File: src/rtl/htd_pkg.sv
package htd_pkg;

   localparam int SYMBOL_COUNT = 128;
   localparam int MAX_CODE_LEN = 16;
   localparam int NODE_DEPTH   = 256;

   localparam int SYM_W  = 7;
   localparam int CODE_W = 16;
   localparam int LEN_W  = 5;

   localparam int IDX_W   = $clog2(NODE_DEPTH);
   localparam int CNT_W   = $clog2(NODE_DEPTH + 1);
   localparam int STEP_W  = $clog2(CODE_W);
   localparam int LEN_MAX = (MAX_CODE_LEN < CODE_W) ? MAX_CODE_LEN : CODE_W;

   localparam logic OP_INSERT = 1'b0;
   localparam logic OP_DECODE = 1'b1;

   typedef struct packed {
      logic [IDX_W-1:0] left;
      logic [IDX_W-1:0] right;
      logic [SYM_W-1:0] sym;
   } node_type;

   typedef struct packed {
      logic             en;
      logic [IDX_W-1:0] addr;
   } rd_req_type;

   typedef struct packed {
      logic             en;
      logic [IDX_W-1:0] addr;
      node_type         data;
   } wr_req_type;

   typedef struct packed {
      logic [SYM_W-1:0] decoded_symbol;
      logic             symbol_valid;
      logic             store_full;
   } result_type;

endpackage

File: src/rtl/htd_req_if.sv
interface htd_req_if;
   logic                        valid;
   logic                        ready;
   logic                        op;
   logic [htd_pkg::SYM_W-1:0]   symbol;
   logic [htd_pkg::CODE_W-1:0]  code_bits;
   logic [htd_pkg::LEN_W-1:0]   code_length;
   logic                        bit_req;

   modport source (output valid, op, symbol, code_bits, code_length, bit_req, input ready);
   modport sink (input valid, op, symbol, code_bits, code_length, bit_req, output ready);
endinterface

File: src/rtl/htd_ctrl.sv
module htd_ctrl (
   input  logic                clock,
   input  logic                reset,
   htd_req_if.sink             req_if,
   input  htd_pkg::node_type   rd_data,
   output htd_pkg::rd_req_type rd_req,
   output htd_pkg::wr_req_type wr_req,
   input  logic                out_free,
   output logic                res_vld,
   output htd_pkg::result_type res
);

   localparam logic [2:0] S_IDLE   = 3'd0;
   localparam logic [2:0] S_WALK   = 3'd1;
   localparam logic [2:0] S_ALLOC  = 3'd2;
   localparam logic [2:0] S_FIN    = 3'd3;
   localparam logic [2:0] S_DCUR   = 3'd4;
   localparam logic [2:0] S_DCHILD = 3'd5;

   logic [2:0]                  state_ff, state_in;
   logic [htd_pkg::IDX_W-1:0]   node_ff, node_in;
   logic [htd_pkg::IDX_W-1:0]   cur_ff, cur_in;
   logic [htd_pkg::CNT_W-1:0]   cnt_ff, cnt_in;
   logic [htd_pkg::STEP_W-1:0]  step_ff, step_in;
   logic [htd_pkg::CODE_W-1:0]  code_ff, code_in;
   logic [htd_pkg::SYM_W-1:0]   sym_ff, sym_in;
   logic                        bit_ff, bit_in;
   logic                        full_ff, full_in;

   logic                        walk_bit;
   logic                        dec_bit;
   logic [htd_pkg::IDX_W-1:0]   walk_kid;
   logic [htd_pkg::IDX_W-1:0]   dec_kid;
   logic [htd_pkg::CNT_W:0]     need_sum;
   logic [htd_pkg::CNT_W-1:0]   cnt_inc;
   logic                        len_bad;
   logic                        sym_bad;
   logic                        is_leaf;

   assign walk_bit = code_ff[step_ff];
   assign walk_kid = walk_bit ? rd_data.right : rd_data.left;
   assign dec_bit  = bit_ff;
   assign dec_kid  = dec_bit ? rd_data.right : rd_data.left;
   assign need_sum = (htd_pkg::CNT_W+1)'(cnt_ff) + (htd_pkg::CNT_W+1)'(step_ff)
                     + (htd_pkg::CNT_W+1)'(1);
   assign cnt_inc  = cnt_ff + htd_pkg::CNT_W'(1);
   assign len_bad  = (req_if.code_length == '0) || (int'(req_if.code_length) > htd_pkg::LEN_MAX);
   assign sym_bad  = int'(req_if.symbol) >= htd_pkg::SYMBOL_COUNT;
   assign is_leaf  = (rd_data.left == '0) && (rd_data.right == '0);

   assign req_if.ready = (state_ff == S_IDLE);

   always_comb begin
      state_in = state_ff;
      node_in  = node_ff;
      cur_in   = cur_ff;
      cnt_in   = cnt_ff;
      step_in  = step_ff;
      code_in  = code_ff;
      sym_in   = sym_ff;
      bit_in   = bit_ff;
      full_in  = full_ff;
      rd_req   = '0;
      wr_req   = '0;
      res      = '0;
      res_vld  = 1'b0;

      unique case (state_ff)
         S_IDLE: begin
            if (req_if.valid) begin
               code_in = req_if.code_bits;
               sym_in  = req_if.symbol;
               bit_in  = req_if.bit_req;
               full_in = 1'b0;
               if (req_if.op == htd_pkg::OP_DECODE) begin
                  rd_req.en   = 1'b1;
                  rd_req.addr = cur_ff;
                  state_in    = S_DCUR;
               end else if (len_bad || sym_bad) begin
                  state_in = S_FIN;
               end else begin
                  rd_req.en   = 1'b1;
                  rd_req.addr = '0;
                  node_in     = '0;
                  step_in     = htd_pkg::STEP_W'(req_if.code_length - htd_pkg::LEN_W'(1));
                  state_in    = S_WALK;
               end
            end
         end
         S_WALK: begin
            if ((step_ff != '0) && (walk_kid != '0)) begin
               node_in     = walk_kid;
               step_in     = step_ff - htd_pkg::STEP_W'(1);
               rd_req.en   = 1'b1;
               rd_req.addr = walk_kid;
            end else if (need_sum > (htd_pkg::CNT_W+1)'(htd_pkg::NODE_DEPTH)) begin
               full_in  = 1'b1;
               state_in = S_FIN;
            end else begin
               // hook the first new node (or the leaf) into the parent
               wr_req.en   = 1'b1;
               wr_req.addr = node_ff;
               wr_req.data = rd_data;
               if (walk_bit) begin
                  wr_req.data.right = cnt_ff[htd_pkg::IDX_W-1:0];
               end else begin
                  wr_req.data.left = cnt_ff[htd_pkg::IDX_W-1:0];
               end
               state_in = S_ALLOC;
            end
         end
         S_ALLOC: begin
            wr_req.en   = 1'b1;
            wr_req.addr = cnt_ff[htd_pkg::IDX_W-1:0];
            wr_req.data = '0;
            cnt_in      = cnt_inc;
            if (step_ff != '0) begin
               if (code_ff[step_ff - htd_pkg::STEP_W'(1)]) begin
                  wr_req.data.right = cnt_inc[htd_pkg::IDX_W-1:0];
               end else begin
                  wr_req.data.left = cnt_inc[htd_pkg::IDX_W-1:0];
               end
               step_in = step_ff - htd_pkg::STEP_W'(1);
            end else begin
               wr_req.data.sym = sym_ff;
               state_in        = S_FIN;
            end
         end
         S_FIN: begin
            res.store_full = full_ff;
            if (out_free) begin
               res_vld  = 1'b1;
               state_in = S_IDLE;
            end
         end
         S_DCUR: begin
            if (dec_kid == '0) begin
               if (out_free) begin
                  res_vld  = 1'b1;
                  state_in = S_IDLE;
               end
            end else begin
               node_in     = dec_kid;
               rd_req.en   = 1'b1;
               rd_req.addr = dec_kid;
               state_in    = S_DCHILD;
            end
         end
         S_DCHILD: begin
            res.symbol_valid   = is_leaf;
            res.decoded_symbol = is_leaf ? rd_data.sym : '0;
            if (out_free) begin
               res_vld  = 1'b1;
               cur_in   = is_leaf ? '0 : node_ff;
               state_in = S_IDLE;
            end
         end
         default: begin
            state_in = S_IDLE;
         end
      endcase
   end

   always_ff @(posedge clock) begin
      if (reset) begin
         state_ff <= S_IDLE;
         cur_ff   <= '0;
         cnt_ff   <= htd_pkg::CNT_W'(1);
      end else begin
         state_ff <= state_in;
         cur_ff   <= cur_in;
         cnt_ff   <= cnt_in;
      end
   end

   always_ff @(posedge clock) begin
      node_ff <= node_in;
      step_ff <= step_in;
      code_ff <= code_in;
      sym_ff  <= sym_in;
      bit_ff  <= bit_in;
      full_ff <= full_in;
   end

endmodule

File: src/flat_wrapper.sv
// flat-port wrapper written by rule: the top's interface ports become plain ports
module htd_ctrl_flat 
  (clock, reset, rd_data, rd_req, wr_req, out_free, res_vld, res, req_if_valid, req_if_op, req_if_symbol, req_if_code_bits, req_if_code_length, req_if_bit_req, req_if_ready);
  htd_req_if req_if_i ();
  input  logic clock;
  input  logic reset;
  input  htd_pkg::node_type rd_data;
  output htd_pkg::rd_req_type rd_req;
  output htd_pkg::wr_req_type wr_req;
  input  logic out_free;
  output logic res_vld;
  output htd_pkg::result_type res;
  input wire logic [$bits(req_if_i.valid)-1:0] req_if_valid;
  input wire logic [$bits(req_if_i.op)-1:0] req_if_op;
  input wire logic [$bits(req_if_i.symbol)-1:0] req_if_symbol;
  input wire logic [$bits(req_if_i.code_bits)-1:0] req_if_code_bits;
  input wire logic [$bits(req_if_i.code_length)-1:0] req_if_code_length;
  input wire logic [$bits(req_if_i.bit_req)-1:0] req_if_bit_req;
  output wire logic [$bits(req_if_i.ready)-1:0] req_if_ready;
  assign req_if_i.valid = req_if_valid;
  assign req_if_i.op = req_if_op;
  assign req_if_i.symbol = req_if_symbol;
  assign req_if_i.code_bits = req_if_code_bits;
  assign req_if_i.code_length = req_if_code_length;
  assign req_if_i.bit_req = req_if_bit_req;
  assign req_if_ready = req_if_i.ready;
  htd_ctrl u_core (.clock(clock), .reset(reset), .req_if(req_if_i), .rd_data(rd_data), .rd_req(rd_req), .wr_req(wr_req), .out_free(out_free), .res_vld(res_vld), .res(res));
endmodule
File: config.mk
export PLATFORM = sky130hd
export DESIGN_NAME = htd_ctrl_flat
export DESIGN_NICKNAME = d
export VERILOG_FILES = /design/src/rtl/htd_pkg.sv /design/src/rtl/htd_req_if.sv /design/src/rtl/htd_ctrl.sv /design/src/flat_wrapper.sv
export SDC_FILE = /design/constraint.sdc
export NUM_CORES = 1
export LEC_CHECK = 0
export BUFFER_PORTS_ARGS = -buffer_cell sky130_fd_sc_hd__buf_2
export CORE_ASPECT_RATIO = 1.2
export CORE_MARGIN = 3
export CORE_UTILIZATION = 50
export CTS_CLUSTER_DIAMETER = 120
export DETAILED_ROUTE_END_ITERATION = 10
export PLACE_DENSITY = 0.76
export SLEW_MARGIN = 25
export SYNTH_ARGS = -nofsm -noshare
export SYNTH_HDL_FRONTEND = slang
export SYNTH_SLANG_ARGS = --single-unit
File: constraint.sdc
create_clock -name clock -period 3.1 [get_ports clock]
set_input_delay 0.155 -clock clock [delete_from_list [all_inputs] [get_ports clock]]
set_output_delay 0.155 -clock clock [all_outputs]
set_load 0.01 [all_outputs]
==> out/qor.csv, run 1 <==
metric,value,unit
required,2.94,ns
max_freq,322,MHz
synth_top_area_cell,edfxtp_1,
grt_max_degree,29,
antenna-diode-count,0,
netlist_area,3830,um^2
ys_types,52,
setup_viol_count_final,1,
place_ws,0.0339,ns
vdd_drop_max,0.739,mV
die_area,8750,um^2
place_congestion,0.903,
finClkSkew,0.0123,ns
violations,setup timing,
multiInputGateArea,2310,um^2
post-route-util,0.705,
rsz0062_at_grt,true,
start_kind,register,
cts_root_buf,clkbuf_8,
drt_iter0_markers,351,
cp_top_family,compound AO/OA/AOI/OAI gates,
ys_ff_latch,57,
hp-class,primary input to register,
finalCritPeriodShare,1.00,
synth-seq-area-share,0.395,
grt_first_pass_wirelength,17800,um
via_per_inst,6.16,
synth_top_area_frac,0.290,
drive_gt1_frac,0.341,
synth_commonest_cells,"42 x mux2i_1, 37 x edfxtp_1, 33 x nand2_1, 33 x nor2_1, 23 x a22o_1",
cts_buffers,9,
fp.coreArea,7360,um^2
ys_async_sr_fraction,0,
num_rows,34,
slew_violations,0,
crit_path_end_kind,output pin,
die_x,85.9,um
routed_wl,11900,um
path_clk_slew,0.07,ns
fill_cells,567,
die_h,102,um
syn_nets,448,
fin_crit,3.10,ns
crit_slowest_cell,dfxtp_1,
io_pins,109,
grt_remaining_overflow,0,
ant_nets,0,
finalPower,5.13,mW
hold_depth,2,
synth_edf_count,37,
hold_violations,0,
worstReg2RegEnd,u_core.node_ff[7]$_DFFE_PP_,
regToRegSetupSlack,0.23,ns
path_max_fanout,8,
antenna_found_initial,0,
io_buffer_count,108,
relSlewSlack,0.511,
hpwl,7910,um
grt_pass1_vias,3641,
clk_latency,0.33,ns
synth_warnings,0,
setup_slack,-0.00385,ns
status,finished with violations,
clock_path_buffers,2,
first_pass_iters,6,
path_cells,"ha_1, a21oi_1, nand4b_1, a221oi_1, o32a_1, buf_4, nand3_4, buf_6, o32ai_2, buf_2",
p_leak,2.26,nW
crit_path_max_incr_delay,0.54,ns
wl_per_cell,19.2,um
track_usage,0.259,
area_delta_synth_final,35.4,%
hold-path-endpoint,u_core.state_ff[2]$_SDFFE_PP0P_,
reg2reg_from,u_core.step_ff[0]$_DFFE_PP_,
synth_area_per_cell,10.0,um^2
nNetsFinal,591,
route.vias.total,3824,
drc,0,
power_density,990,nW/um^2
maxCapViolations,0,
worst_pin_slew,0.731,ns
synth_cells,383,
arrival,2.95,ns
synth_most_common_cell,mux2i_1,
path_class,register to output pin,
synth.area.top_cells,"edfxtp_1 29%, mux2i_1 11%, dfxtp_1 10%",
htreeDepth,3,
hold_path.startpoint,out_free,
seq_area,1510,um^2
start_util,0.520,
whs,0.115,ns
synthFlopType,edfxtp_1,
fin_tns_setup,-0.00385,ns
rr_worst_depth,9,
cts_tree,done,
path_buf_inv,3,
clock_sinks,57,
## state kept, by name (all words and copies together) (netlist names)
signal / cells
u_core.sym_ff: 7
u_core.node_ff: 8
u_core.step_ff: 4
u_core.code_ff: 16
u_core.cnt_ff: 9
u_core.state_ff: 3
u_core.full_ff: 1
u_core.cur_ff: 8
u_core.bit_ff: 1
## layout by cell type (no fill, tap or decap), types with 12 or more instances in the layout
master,Yosys,layout
a21oi_1,12,12
a22o_1,23,23
buf_2,8,108
buf_4,0,18
clkbuf_8,0,12
dfxtp_1,20,20
dlygate4sd3_1,0,24
edfxtp_1,37,37
mux2i_1,42,38
nand2_1,33,33
nor2_1,33,33
## worst max-delay path by stage
stage,from,end,slack (ns),cells after the start
finish,u_core.cnt_ff[2]$_SDFFE_PP0N_,wr_req[15],-0.004,10
global route,u_core.step_ff[0]$_DFFE_PP_,wr_req[15],-0.1,12
CTS,u_core.step_ff[0]$_DFFE_PP_,wr_req[7],-0.003,12
detailed placement,u_core.step_ff[0]$_DFFE_PP_,wr_req[6],0.03,10
global placement,u_core.step_ff[0]$_DFFE_PP_,wr_req[4],0.16,10
floorplan,u_core.step_ff[0]$_DFFE_PP_,wr_req[23],0.41,12
## metrics by stage
stage	instance area, um^2	std cells
after CTS	4990	612
after detailed placement	4500	570
after global placement	4500	570
after floorplan	3830	383
final	5190	621
after global routing	5190	621
## cell families after synthesis
group | after synthesis | share of synthesized area
and+or+nand+nor | 116 | 0.145
muxes | 53 | 0.166
AOI/OAI and AO/OA | 92 | 0.178
adders and majority gates | 8 | 0.0281
xor gates and xnor gates | 19 | 0.0434
DFF | 57 | 0.395
buffers and inverters | 38 | 0.0457
## final cells by class
class	count	area share
clock buffers	13	0.0326
clock inverters	3	0.00748
inverters	13	0.00941
multi-input cells	289	0.445
flip-flops and latches	57	0.291
well taps	90	0.0217
repair buffers	156	0.193
## layer usage
layer / global-route usage / wire length, um / vias to the layer above
met3: 0.0516 / 1060 / 23
met4: 0.0999 / 266 / 0
met1: 0.311 / 4410 / 1822
li1: - / - / 1753
met5: 0 / 0 / -
met2: 0.458 / 6180 / 226
## power breakdown
| part | internal, mW | total (mW) | switching [mW] |
|---|---|---|---|
| Clock | 0.434 | 0.725 | 0.291 |
| Combinational | 1.39 | 3.07 | 1.68 |
| Sequential | 1.12 | 1.34 | 0.219 |
## timing repair
action | 4_1_cts | 5_1_grt
hold endpoints to repair | 24 | 0
resized for setup | 7 | 27
endpoints found under the setup margin | 31 | 39
buffers inserted | 2 | 6
gates cloned | 0 | 3
hold buffers | 24 | 0
pin swaps | 0 | 10
Power figures use the tool's default switching activity.
==> inputs of run 2 (changes only) <==
- CORE_UTILIZATION: 50 -> 53
- PLACE_DENSITY: 0.76 -> 0.8
==> run 2 against run 1 <==
The run still ends with setup timing left; core utilization is 4.0 points higher; clock power is 4.0% higher; register-to-register slack worse by 0.07 ns; clock skew decreased by 0.0045 ns; highest routed layer unchanged.
==> out/qor.csv, run 2 (synthesis results as in run 1) <==
metric,value,unit
status,finished with violations,
violations,setup timing,
post_dp_cell_area,4480,um^2
antenna_found_initial,0,
hold-path-endpoint,u_core.state_ff[2]$_SDFFE_PP0P_,
clock_sinks,57,
final_area,5170,um^2
place_congestion,0.901,
worst_pin_slew,0.770,ns
p_leak,2.25,nW
setup_slack,-0.000475,ns
reg_top3,"u_core.code_ff (16), u_core.cnt_ff (9)",
arrival,2.95,ns
crit_slowest_cell,mux4_2,
final_cell_mix,"108 x buf_2, 39 x mux2i_1, 37 x edfxtp_1",
io_pins,109,
power_density,987,nW/um^2
die_area,8290,um^2
fin_crit,3.10,ns
grt_remaining_overflow,0,
hold_path.startpoint,out_free,
required,2.94,ns
io_buffer_count,108,
max_freq,323,MHz
finClkSkew,0.00779,ns
die_h,99.1,um
cts_buffers,9,
ant_nets,0,
num_rows,33,
die_x,83.6,um
path_buf_inv,5,
cts_tree,done,
path_clk_slew,0.07,ns
clk_latency,0.33,ns
start_util,0.552,
start_kind,register,
cp_top_family,multiplexers,
maxCapViolations,0,
regMostFlops,u_core.code_ff,
fill_cells,480,
hpwl,7540,um
htreeDepth,3,
hold_depth,2,
crit_top_cell,buf_6,
area_delta_synth_final,35.0,%
worstReg2RegEnd,u_core.node_ff[4]$_DFFE_PP_,
cts_root_buf,clkbuf_8,
first_pass_iters,5,
largest_reg_flops,16,
antenna-diode-count,0,
reg2reg_from,u_core.step_ff[0]$_DFFE_PP_,
nNetsFinal,587,
hold_violations,0,
cp.depth,11,
mostFrequentLayoutCell,buf_2,
grt_first_pass_wirelength,18000,um
fin_tns_setup,-0.000475,ns
grt_max_degree,27,
grt_pass1_vias,3766,
wl_per_cell,19.0,um
rsz0062_at_grt,true,
path_cells,"buf_6, buf_12, mux4_2, mux2i_4, mux2_4, a22oi_2, buf_4, nand3_4, buf_6, o32ai_2, buf_2",
route.vias.total,3779,
rr_worst_depth,10,
setup_viol_count_final,1,
fp.coreArea,6940,um^2
hp-class,primary input to register,
drc,0,
drive_gt1_frac,0.345,
regToRegSetupSlack,0.16,ns
finalCritPeriodShare,1.00,
track_usage,0.268,
drt_iter0_markers,485,
path_class,register to output pin,
path_max_fanout,5,
crit_path_max_incr_delay,0.53,ns
via_per_inst,6.15,
relSlewSlack,0.476,
vdd_drop_max,0.685,mV
clock_path_buffers,2,
crit_path_end_kind,output pin,
routed_wl,11700,um
slew_violations,0,
-- run 2: cell type report --
class	count	area [um^2]	area share
timing repair buffer	153	981	0.190
clock inverter	7	85.1	0.0165
multi-input combinational	288	2310	0.447
inverter	13	48.8	0.00944
sequential	57	1510	0.292
tap	87	109	0.0211
clock buffer	9	124	0.0240
-- run 2: repair_timing --
item | in CTS | in global routing
endpoints found under the hold margin | 24 | 0
pin swaps | 0 | 4
hold buffers | 24 | 0
cloned | 1 | 1
buffers inserted | 4 | 1
setup endpoints to repair | 33 | 39
gates resized for setup | 7 | 32
-- run 2: worst max-delay path by stage --
stage                                           start         end
final                     u_core.step_ff[0]$_DFFE_PP_  wr_req[15]
after floorplan           u_core.step_ff[0]$_DFFE_PP_  wr_req[23]
after detailed placement  u_core.step_ff[0]$_DFFE_PP_  wr_req[27]
after global placement    u_core.step_ff[0]$_DFFE_PP_   wr_req[4]
after global routing      u_core.step_ff[0]$_DFFE_PP_  wr_req[10]
after CTS                 u_core.step_ff[0]$_DFFE_PP_  wr_req[15]
-- run 2: power by group --
group	leakage [nW]	total, mW	switching (mW)	internal (mW)
combinational	1.63	3.01	1.69	1.32
sequential	0.515	1.34	0.215	1.12
clock	0.104	0.754	0.310	0.444
total	2.25	5.10	2.21	2.89
-- run 2: per-stage QoR --
step | power, mW | worst slack [ns] | util | hold WS (ns) | instances
floorplan | 3.17 | 0.410 | - | 0.254 | 383
global placement | 3.86 | 0.00543 | 0.646 | 0.331 | 567
detailed placement | 3.92 | -0.113 | 0.646 | 0.333 | 567
CTS | 4.77 | 0.00254 | 0.720 | 0.0984 | 612
global route | 5.38 | -0.114 | 0.745 | 0.135 | 614
finish | 5.10 | -0.000475 | 0.745 | 0.120 | 614
-- run 2: layer usage --
layer,vias to the layer above,GRT usage,routed length (um)
met3,38,0.0514,828
li1,1737,-,-
met1,1795,0.327,4500
met5,-,0,0
met2,209,0.465,5970
met4,0,0.111,353
